===== src/hrde_pkg.sv =====
// ----------------------------------------------------------------------------
// hrde_pkg
// types, character codes and the hex digit decoder of the record extractor
// ----------------------------------------------------------------------------
package hrde_pkg;

  localparam int unsigned POS_W   = 10;
  localparam int unsigned COUNT_W = 8;
  localparam int unsigned INDEX_W = 7;
  localparam int unsigned WORD_W  = 16;

  localparam logic [POS_W-1:0] POS_MAX    = '1;
  localparam logic [POS_W-1:0] POS_COUNT_HI = POS_W'(1);
  localparam logic [POS_W-1:0] POS_COUNT_LO = POS_W'(2);
  localparam logic [POS_W-1:0] DATA_START = POS_W'(9);

  localparam logic [7:0] CH_COLON = 8'h3a;
  localparam logic [7:0] CH_0     = 8'h30;
  localparam logic [7:0] CH_9     = 8'h39;
  localparam logic [7:0] CH_UA    = 8'h41;
  localparam logic [7:0] CH_UF    = 8'h46;
  localparam logic [7:0] CH_LA    = 8'h61;
  localparam logic [7:0] CH_LF    = 8'h66;

  typedef struct packed {
    logic [7:0] hex_char;
    logic       record_start;
  } in_item_t;

  typedef struct packed {
    logic [WORD_W-1:0]  data_word;
    logic [INDEX_W-1:0] word_index;
    logic               last_word;
    logic               bad_digit;
  } out_item_t;

  typedef struct packed {
    logic       bad;
    logic [3:0] value;
  } nibble_dec_t;

  // bad digits decode as 15 with the flag set
  function automatic nibble_dec_t decode_nibble(input logic [7:0] c);
    nibble_dec_t d;
    logic [7:0]  diff;
    d    = '{bad: 1'b1, value: 4'hf};
    diff = '0;
    if (c >= CH_0 && c <= CH_9) begin
      diff = c - CH_0;
      d    = '{bad: 1'b0, value: diff[3:0]};
    end else if (c >= CH_UA && c <= CH_UF) begin
      diff = c - CH_UA + 8'd10;
      d    = '{bad: 1'b0, value: diff[3:0]};
    end else if (c >= CH_LA && c <= CH_LF) begin
      diff = c - CH_LA + 8'd10;
      d    = '{bad: 1'b0, value: diff[3:0]};
    end
    return d;
  endfunction

endpackage


===== src/hex_record_data_extractor.sv =====
// ----------------------------------------------------------------------------
// hex_record_data_extractor
// decodes the data field of hex records into byte-swapped 16-bit words
// ----------------------------------------------------------------------------
// usage:
//   in_valid/in_stall/in_item carry one record character per item, with
//   record_start set on the leading character of each record
//   out_valid/out_stall/out_item carry one data word per four data digits,
//   with its index in the record, a last-word mark and a bad-digit flag
// path: a character is held in the input register and its word, if any, is
//   loaded into the result register as the character leaves it, so a word
//   passes through both registers after its final digit is accepted
// throughput: one character per cycle unless a word is held, set by the
//   single decode and counter update between input and result registers
// stalls: while out_stall holds a word, one more character waits in the
//   input register and in_stall rises only once that register is also full
// reset: both registers empty, record state cleared, characters before the
//   first record start are dropped
// ----------------------------------------------------------------------------
module hex_record_data_extractor (
  input  logic                clk,
  input  logic                rst_n,
  input  logic                in_valid,
  output logic                in_stall,
  input  hrde_pkg::in_item_t  in_item,
  output logic                out_valid,
  input  logic                out_stall,
  output hrde_pkg::out_item_t out_item
);
  import hrde_pkg::*;

  logic                 in_valid_r, in_valid_nxt;
  in_item_t             in_item_r;
  logic                 out_valid_r, out_valid_nxt;
  out_item_t            out_item_r, out_item_nxt;
  logic [POS_W-1:0]     pos_r, pos_nxt;
  logic                 acc_r, acc_nxt;
  logic [COUNT_W-1:0]   count_r, count_nxt;
  logic [11:0]          nib_r, nib_nxt;
  logic [INDEX_W-1:0]   wcnt_r, wcnt_nxt;
  logic                 derr_r, derr_nxt;

  logic                 advance;
  logic                 emit;
  logic [POS_W-1:0]     pos_inc;
  logic [1:0]           digit;
  logic [INDEX_W-1:0]   words;
  nibble_dec_t          dec;

  assign advance   = in_valid_r && (!out_valid_r || !out_stall);
  assign in_stall  = in_valid_r && !advance;
  assign out_valid = out_valid_r;
  assign out_item  = out_item_r;

  assign in_valid_nxt = in_stall ? in_valid_r : in_valid;
  assign pos_inc      = pos_r + POS_W'(1);
  assign digit        = pos_inc[1:0] - DATA_START[1:0];
  assign words        = count_r[COUNT_W-1:1];
  assign dec          = decode_nibble(in_item_r.hex_char);

  always_comb begin
    pos_nxt      = pos_r;
    acc_nxt      = acc_r;
    count_nxt    = count_r;
    nib_nxt      = nib_r;
    wcnt_nxt     = wcnt_r;
    derr_nxt     = derr_r;
    emit         = 1'b0;
    out_item_nxt = out_item_r;
    if (advance) begin
      if (in_item_r.record_start) begin
        pos_nxt   = '0;
        acc_nxt   = (in_item_r.hex_char == CH_COLON);
        count_nxt = '0;
        nib_nxt   = '0;
        wcnt_nxt  = '0;
        derr_nxt  = 1'b0;
      end else if (pos_r != POS_MAX) begin
        pos_nxt = pos_inc;
        if (acc_r) begin
          if (pos_inc == POS_COUNT_HI) begin
            count_nxt = {dec.value, 4'h0};
          end else if (pos_inc == POS_COUNT_LO) begin
            count_nxt = count_r | {4'h0, dec.value};
          end else if (pos_inc >= DATA_START && wcnt_r < words) begin
            case (digit)
              2'd0: begin
                nib_nxt  = {8'h00, dec.value};
                derr_nxt = dec.bad;
              end
              2'd1, 2'd2: begin
                nib_nxt  = {nib_r[7:0], dec.value};
                derr_nxt = derr_r | dec.bad;
              end
              2'd3: begin
                emit                    = 1'b1;
                out_item_nxt.data_word  = {nib_r[3:0], dec.value, nib_r[11:4]};
                out_item_nxt.word_index = wcnt_r;
                out_item_nxt.last_word  = ((wcnt_r + INDEX_W'(1)) == words);
                out_item_nxt.bad_digit  = derr_r | dec.bad;
                wcnt_nxt                = wcnt_r + INDEX_W'(1);
                derr_nxt                = 1'b0;
                nib_nxt                 = '0;
              end
              default: begin
                nib_nxt = nib_r;
              end
            endcase
          end
        end
      end
    end
  end

  always_comb begin
    out_valid_nxt = out_valid_r;
    if (emit) begin
      out_valid_nxt = 1'b1;
    end else if (out_valid_r && !out_stall) begin
      out_valid_nxt = 1'b0;
    end
  end

  always_ff @(posedge clk) begin
    if (!rst_n) begin
      in_valid_r  <= 1'b0;
      out_valid_r <= 1'b0;
      pos_r       <= '0;
      acc_r       <= 1'b0;
      count_r     <= '0;
      nib_r       <= '0;
      wcnt_r      <= '0;
      derr_r      <= 1'b0;
    end else begin
      in_valid_r  <= in_valid_nxt;
      out_valid_r <= out_valid_nxt;
      pos_r       <= pos_nxt;
      acc_r       <= acc_nxt;
      count_r     <= count_nxt;
      nib_r       <= nib_nxt;
      wcnt_r      <= wcnt_nxt;
      derr_r      <= derr_nxt;
    end
  end

  always_ff @(posedge clk) begin
    if (in_valid && !in_stall) begin
      in_item_r <= in_item;
    end
    if (emit) begin
      out_item_r <= out_item_nxt;
    end
  end

endmodule


===== config.mk =====
export PLATFORM = sky130hd
export DESIGN_NAME = hex_record_data_extractor
export DESIGN_NICKNAME = d
export VERILOG_FILES = /design/src/hrde_pkg.sv /design/src/hex_record_data_extractor.sv
export SDC_FILE = /design/constraint.sdc
export NUM_CORES = 1
export LEC_CHECK = 0
export BUFFER_PORTS_ARGS = -buffer_cell sky130_fd_sc_hd__buf_2
export CAP_MARGIN = 20
export CORE_ASPECT_RATIO = 1.2
export CORE_MARGIN = 1
export CORE_UTILIZATION = 58
export CTS_CLUSTER_SIZE = 14
export DETAILED_ROUTE_END_ITERATION = 12
export MAX_ROUTING_LAYER = met4
export PLACE_DENSITY = 0.8
export SLEW_MARGIN = 5
export SYNTH_ARGS = -nofsm -noshare
export SYNTH_HDL_FRONTEND = slang
export SYNTH_SLANG_ARGS = --single-unit

===== constraint.sdc =====
create_clock -name clk -period 4.1 [get_ports clk]
set_input_delay 0.205 -clock clk [delete_from_list [all_inputs] [get_ports clk]]
set_output_delay 0.205 -clock clk [all_outputs]
set_load 0.005 [all_outputs]

## Yosys cells after proc, flatten, opt, wreduce, memory -nomap -nowiden

Cells that the tools add are included.
W data, S select, Z words.

- Flip-flop bits (word level): 75
- Output and inout bits: 27

- $add $sub $neg: 8
- $lt $le $gt $ge: 8
- Eq/ne operators: 10
- Muxes and demuxes: 41
- Bitwise logic cells: 5
- Reductions and logical operators: 27

Operators with widths:

| operator | count |
|---|---|
| $mux W12 | 6 |
| $mux W7 | 7 |
| $mux W8 | 5 |
| $pmux W12 S3 | 1 |
| $mux W10 | 2 |
| $ge A8 B7 Y1 const B | 2 |
| $le A8 B7 Y1 const B | 2 |
| $mux W1 | 16 |
| $mux W5 | 3 |
| $sub A4 B1 Y4 const B | 3 |
| $add A10 B1 Y10 const B | 1 |
| $eq A10 B1 Y1 const B | 1 |
| $eq A10 B2 Y1 const B | 1 |
| $ge A10 B4 Y1 const B | 1 |
| $ne A10 B10 Y1 const B | 1 |
| $reduce_bool A2 Y1 | 5 |
| $reduce_and A9 Y1 | 1 |
| $add A4 B4 Y4 const B | 2 |
| $eq A8 B6 Y1 const B | 1 |
| $ge A8 B6 Y1 const B | 1 |
| $le A8 B6 Y1 const B | 1 |
| $logic_and A1 B1 Y1 | 8 |
| $or A8 B4 Y8 | 1 |
| $add A7 B1 Y7 const B | 1 |
| 18 further kinds | 26 |

## Longest topological paths before layout

- Depth after elaboration: 13
- Mapped depth: 10
- Mapped depth without buffers: 8

## Worst setup path after synthesis

Ideal clock, no wire load.

- Path type: reg2reg
- Start: register count_r[2]
- End: register out_item_r (netlist bit out_item[0]), enable pin
- Setup time: 0.441 ns
- Data arrival time: 3.163 ns
- Data required time: 3.659 ns
- Path slack: 0.496 ns
- Stages on the path, launching flop included: 8
- Path through: dfxtp_1 -> inv_1 -> ha_1 -> nor2b_1 -> o21a_1 -> o2111ai_1 -> a21oi_1 -> nor3_1

- Longest elaborated chain between the ends: 10

RTL lines:

| what | line | source |
|---|---|---|
| start: declaration | hex_record_data_extractor.sv:38 | `logic [COUNT_W-1:0] count_r, count_nxt;` |
| start signal: assignment | hex_record_data_extractor.sv:139 | `count_r <= count_nxt;` |
| $lt A7 B7 Y1 * | hex_record_data_extractor.sv:85 | `end else if (pos_inc >= DATA_START && wcnt_r < words) begin` |
| $logic_and A1 B1 Y1 * | hex_record_data_extractor.sv:85 |  |
| $mux W1 | hex_record_data_extractor.sv:85 |  |
| $mux W1 | hex_record_data_extractor.sv:83 | `end else if (pos_inc == POS_COUNT_LO) begin` |
| $mux W1 | hex_record_data_extractor.sv:81 | `if (pos_inc == POS_COUNT_HI) begin` |
| $mux W1 | hex_record_data_extractor.sv:80 | `if (acc_r) begin` |
| $mux W1 | hex_record_data_extractor.sv:78 | `end else if (pos_r != POS_MAX) begin` |
| $mux W1 | hex_record_data_extractor.sv:71 | `if (in_item_r.record_start) begin` |
| $mux W1 | hex_record_data_extractor.sv:70 | `if (advance) begin` |
| $reduce_and A9 Y1 (no line) * | - |  |
| end signal: assignment | hex_record_data_extractor.sv:151 | `out_item_r <= out_item_nxt;` |
| end: declaration | hex_record_data_extractor.sv:35 | `out_item_t out_item_r, out_item_nxt;` |

Mark *: on every way between the ends. The rest lies on a longest branch, timed or not.
A chain may end at the register's enable or synchronous reset.

## Worst setup path in the final report

- Start: register pos_r[1]
- End: register out_item_r (netlist bit out_item[24]), enable pin

- Longest elaborated chain between the ends: 12
- Elaborated cells between the ends (all ways): 19
- Classes of those cells: add/sub (2); order compare (1); eq/ne (4); mux (8); bitwise (2); reduce/logical (2)

RTL lines:

| what | line | source |
|---|---|---|
| start: declaration | hex_record_data_extractor.sv:36 | `logic [POS_W-1:0] pos_r, pos_nxt;` |
| start signal: assignment | hex_record_data_extractor.sv:137 | `pos_r <= pos_nxt;` |
| parallel branches: the longest is 11 deep, another holds $add A10 B1 Y10 | - |  |
| $reduce_and A9 Y1 (no line) * | - |  |

Every way passes the cells marked *.

==> impl_summary.log <==
[metrics] fraction of synthesis flops using an asynchronous set or reset pin: 0
[metrics] post-layout instance count excluding filler cells: roughly 450
[metrics] number of max-cap violations: 0
[metrics] result of the run: finished clean
[metrics] H-tree levels: 3
[metrics] clock period minus final worst setup slack: roughly 2800 ps
[metrics] DR pass1 iterations: 4
[metrics] P&R area growth vs syn: 13.1%
[metrics] Clock Tree Buf Depth: 2
[metrics] global-route congestion overflow total: 0
[metrics] Detail Placement HPWL: around 4.7 mm
[metrics] setup slack on the worst flop-to-flop path: about 1300 ps
[metrics] Clk pin slew, worst setup/hold paths: about 80 ps
[metrics] Post-Syn Area per Cell: between 10 and 15 µm²
[metrics] clock latency on the worst-skew pair: 350 ps
[metrics] tightest slew margin relative to the limit: 0.324
[metrics] register bit total from synthesis: 74
[metrics] routed via count divided by cell count: ~5.8
[metrics] floorplan die height: roughly 86 µm
[metrics] vias in the first global route: 2431
[metrics] core footprint: roughly 0.0057 mm²
[metrics] gr usage total: 0.243
[metrics] dominant register cell in the synthesized netlist: dfxtp_1
[metrics] post-route setup TNS: 0 ps
[metrics] top library cells by usage in the layout, fill and taps aside: dfxtp_1, buf_2, edfxtp_1
[metrics] final setup fails: 0
[metrics] leak pwr: about 1.4 nW
[metrics] setup clock skew after layout: roughly 12 ps
[metrics] DIE WIDTH: between 70 and 80 µm
[metrics] Hold Vio Cnt, Final: 0
[metrics] Std-Cell Rows: 30
[metrics] EDFF count, synth: 34
[metrics] cell count after placement: roughly 430
[metrics] class of the tightest hold or removal check: input pin to register
[metrics] cts bufs inserted: 9
[metrics] endpoint of the most critical setup path: out_item[24]
[metrics] buffers inserted during post-CTS setup optimization: 0
[metrics] Port-buffer cells: 39
[metrics] category of the worst setup path capture point: register
[metrics] cts hold-fix bufs: 0
[metrics] Synth Instances: approximately 320
[metrics] NumNets Final: 389
[metrics] origin of the critical flop-to-flop path: pos_r[1]
[metrics] DIE AREA: between 0.006 and 0.007 mm²
[metrics] final core utilization: 0.686
[metrics] pins over their slew limit: 0
[metrics] worst reg2reg path depth: 7
[metrics] Yosys warning count: 0
[metrics] number of routed nets with antenna violations: 0
[metrics] number of top-level pins: 40
[metrics] Gates resized, CTS repair: 0
[metrics] power per unit of standard cell area: a little under 400 mW/mm²
[metrics] largest fanout on the critical path: 24
[metrics] kind of critical path: register to register
[metrics] initial antenna violation count: 0
[metrics] sequential cell area fraction in the yosys report: 0.530
[metrics] Final GP Congestion: 0.906
[metrics] violation count after the first detailed-routing iteration: 85
[metrics] Tcrit/Tclk final: 0.688
[metrics] total routed wirelength: 6.64 mm
[metrics] initial core utilization: 0.607
[metrics] total standard cell area after synthesis: 0.00344 mm²
[metrics] proportion of layout cells with a drive suffix above 1: 0.170
[metrics] wire length of the first global-routing pass: about 11 mm
[metrics] startpoint class of the critical path: register
[metrics] detailed-route via count: roughly 2600
[metrics] most frequent standard cell in the layout excluding fill and tap cells: dfxtp_1
[metrics] top achievable clock speed: ~0.35 GHz
[metrics] number of diodes: 0
[metrics] DRC errors left: 0
[metrics] Wirelength per Cell: about 15 µm
[metrics] Worst Tran Pin Value: 1000 ps
[metrics] Synth cell types: 55
[metrics] Clock Sink Count: 74
[metrics] R2R Path End: out_item[24]
[metrics] clock tree root buffer cell: clkbuf_8
[metrics] critical path arrival: roughly 2900 ps
[metrics] maximum number of pins on one net before global-route repair: 25
[metrics] Data required, critical path: ~4200 ps
[metrics] Mapped Nets: around 350
[metrics] RSZ-0062 raised after global routing: no
[metrics] Worst Setup SP: pos_r[1]
[metrics] peak supply drop: roughly 0.00034 V
[metrics] clock tree from TritonCTS: yes
## sequential cells by signal, indices dropped and copies added, names as in the netlist
register    count
out_item       25
nib_r          12
pos_r          10
in_item_r       9
count_r         7
wcnt_r          7
acc_r           1
derr_r          1
in_valid_r      1
out_valid       1
## worst max-delay path, stage by stage (launching register included)
cell	delay [ps]
dfxtp_1	410
ha_1	460
nand4_2	210
or4_1	540
o311ai_1	120
and3_1	430
nor3_2	120
buf_4	270
## stage by stage
stage	hold WS (ps)	setup WS, ps	power, mW	cell area (µm²)
after floorplan	304	496	0.868	3440
after global placement	382	1410	0.890	3660
after detailed placement	383	1320	0.892	3660
after CTS	12.0	1310	1.52	3890
after global routing	10.5	1110	1.56	3890
final	24.1	1280	1.51	3890
## how the worst min path moves through the flow
stage | from | end | cells after the start | slack, ps
3_5_place_dp | in_item[4] | in_item_r[4] | 1 | 380
5_1_grt | in_item[0] | in_item_r[0] | 1 | 10
2_1_floorplan | in_item[0] | in_item_r[0] | 0 | 300
6_report | in_item[6] | in_item_r[6] | 1 | 20
3_3_place_gp | in_item[0] | in_item_r[0] | 1 | 380
4_1_cts | in_item[6] | in_item_r[6] | 1 | 10
## synthesized netlist by cell type, drive strengths merged, types with 8 or more instances
| master | number | area (µm²) |
|---|---|---|
| inv | 23 | 86.3 |
| dfxtp | 40 | 801 |
| xnor2 | 12 | 105 |
| a21oi | 16 | 80.1 |
| edfxtp | 34 | 1020 |
| clkbuf | 8 | 31.3 |
| nor2 | 17 | 63.8 |
| nand2 | 26 | 97.6 |
| ha | 16 | 200 |
| nand3 | 12 | 60.1 |
| o22ai | 14 | 87.6 |
## routing by layer
metal | vias up | part of all wire | GRT usage | wire length [µm]
met5 | - | 0 | - | 0
met4 | 0 | 0.013 | 0.0998 | 84
met3 | 6 | 0.042 | 0.0547 | 276
met2 | 68 | 0.50 | 0.399 | 3300
met1 | 1220 | 0.45 | 0.286 | 2970
li1 | 1267 | - | - | -
## power by group
group	internal, mW	leakage [nW]	total (mW)	switching, mW
logic	0.0309	0.694	0.0813	0.0504
clock network	0.348	0.106	0.637	0.289
registers	0.782	0.648	0.794	0.0127
## layout make-up
type	count	area [µm²]
timing repair buffer	40	203
multi-input combinational	212	1450
clock inverter	7	101
tap	80	100
clock buffer	9	124
inverter	23	86.3
sequential	74	1820
fill	416	1780
## kinds of logic after synthesis
| group | Yosys count | synth area share |
|---|---|---|
| flops | 74 | 0.530 |
| buf+inv | 37 | 0.0491 |
| mux | 3 | 0.00873 |
| simple gates | 102 | 0.160 |
| compound gates | 78 | 0.161 |
| xor+xnor | 13 | 0.0331 |
| fa+ha+maj | 16 | 0.0582 |
No activity file was read; power rests on OpenSTA's default activity.
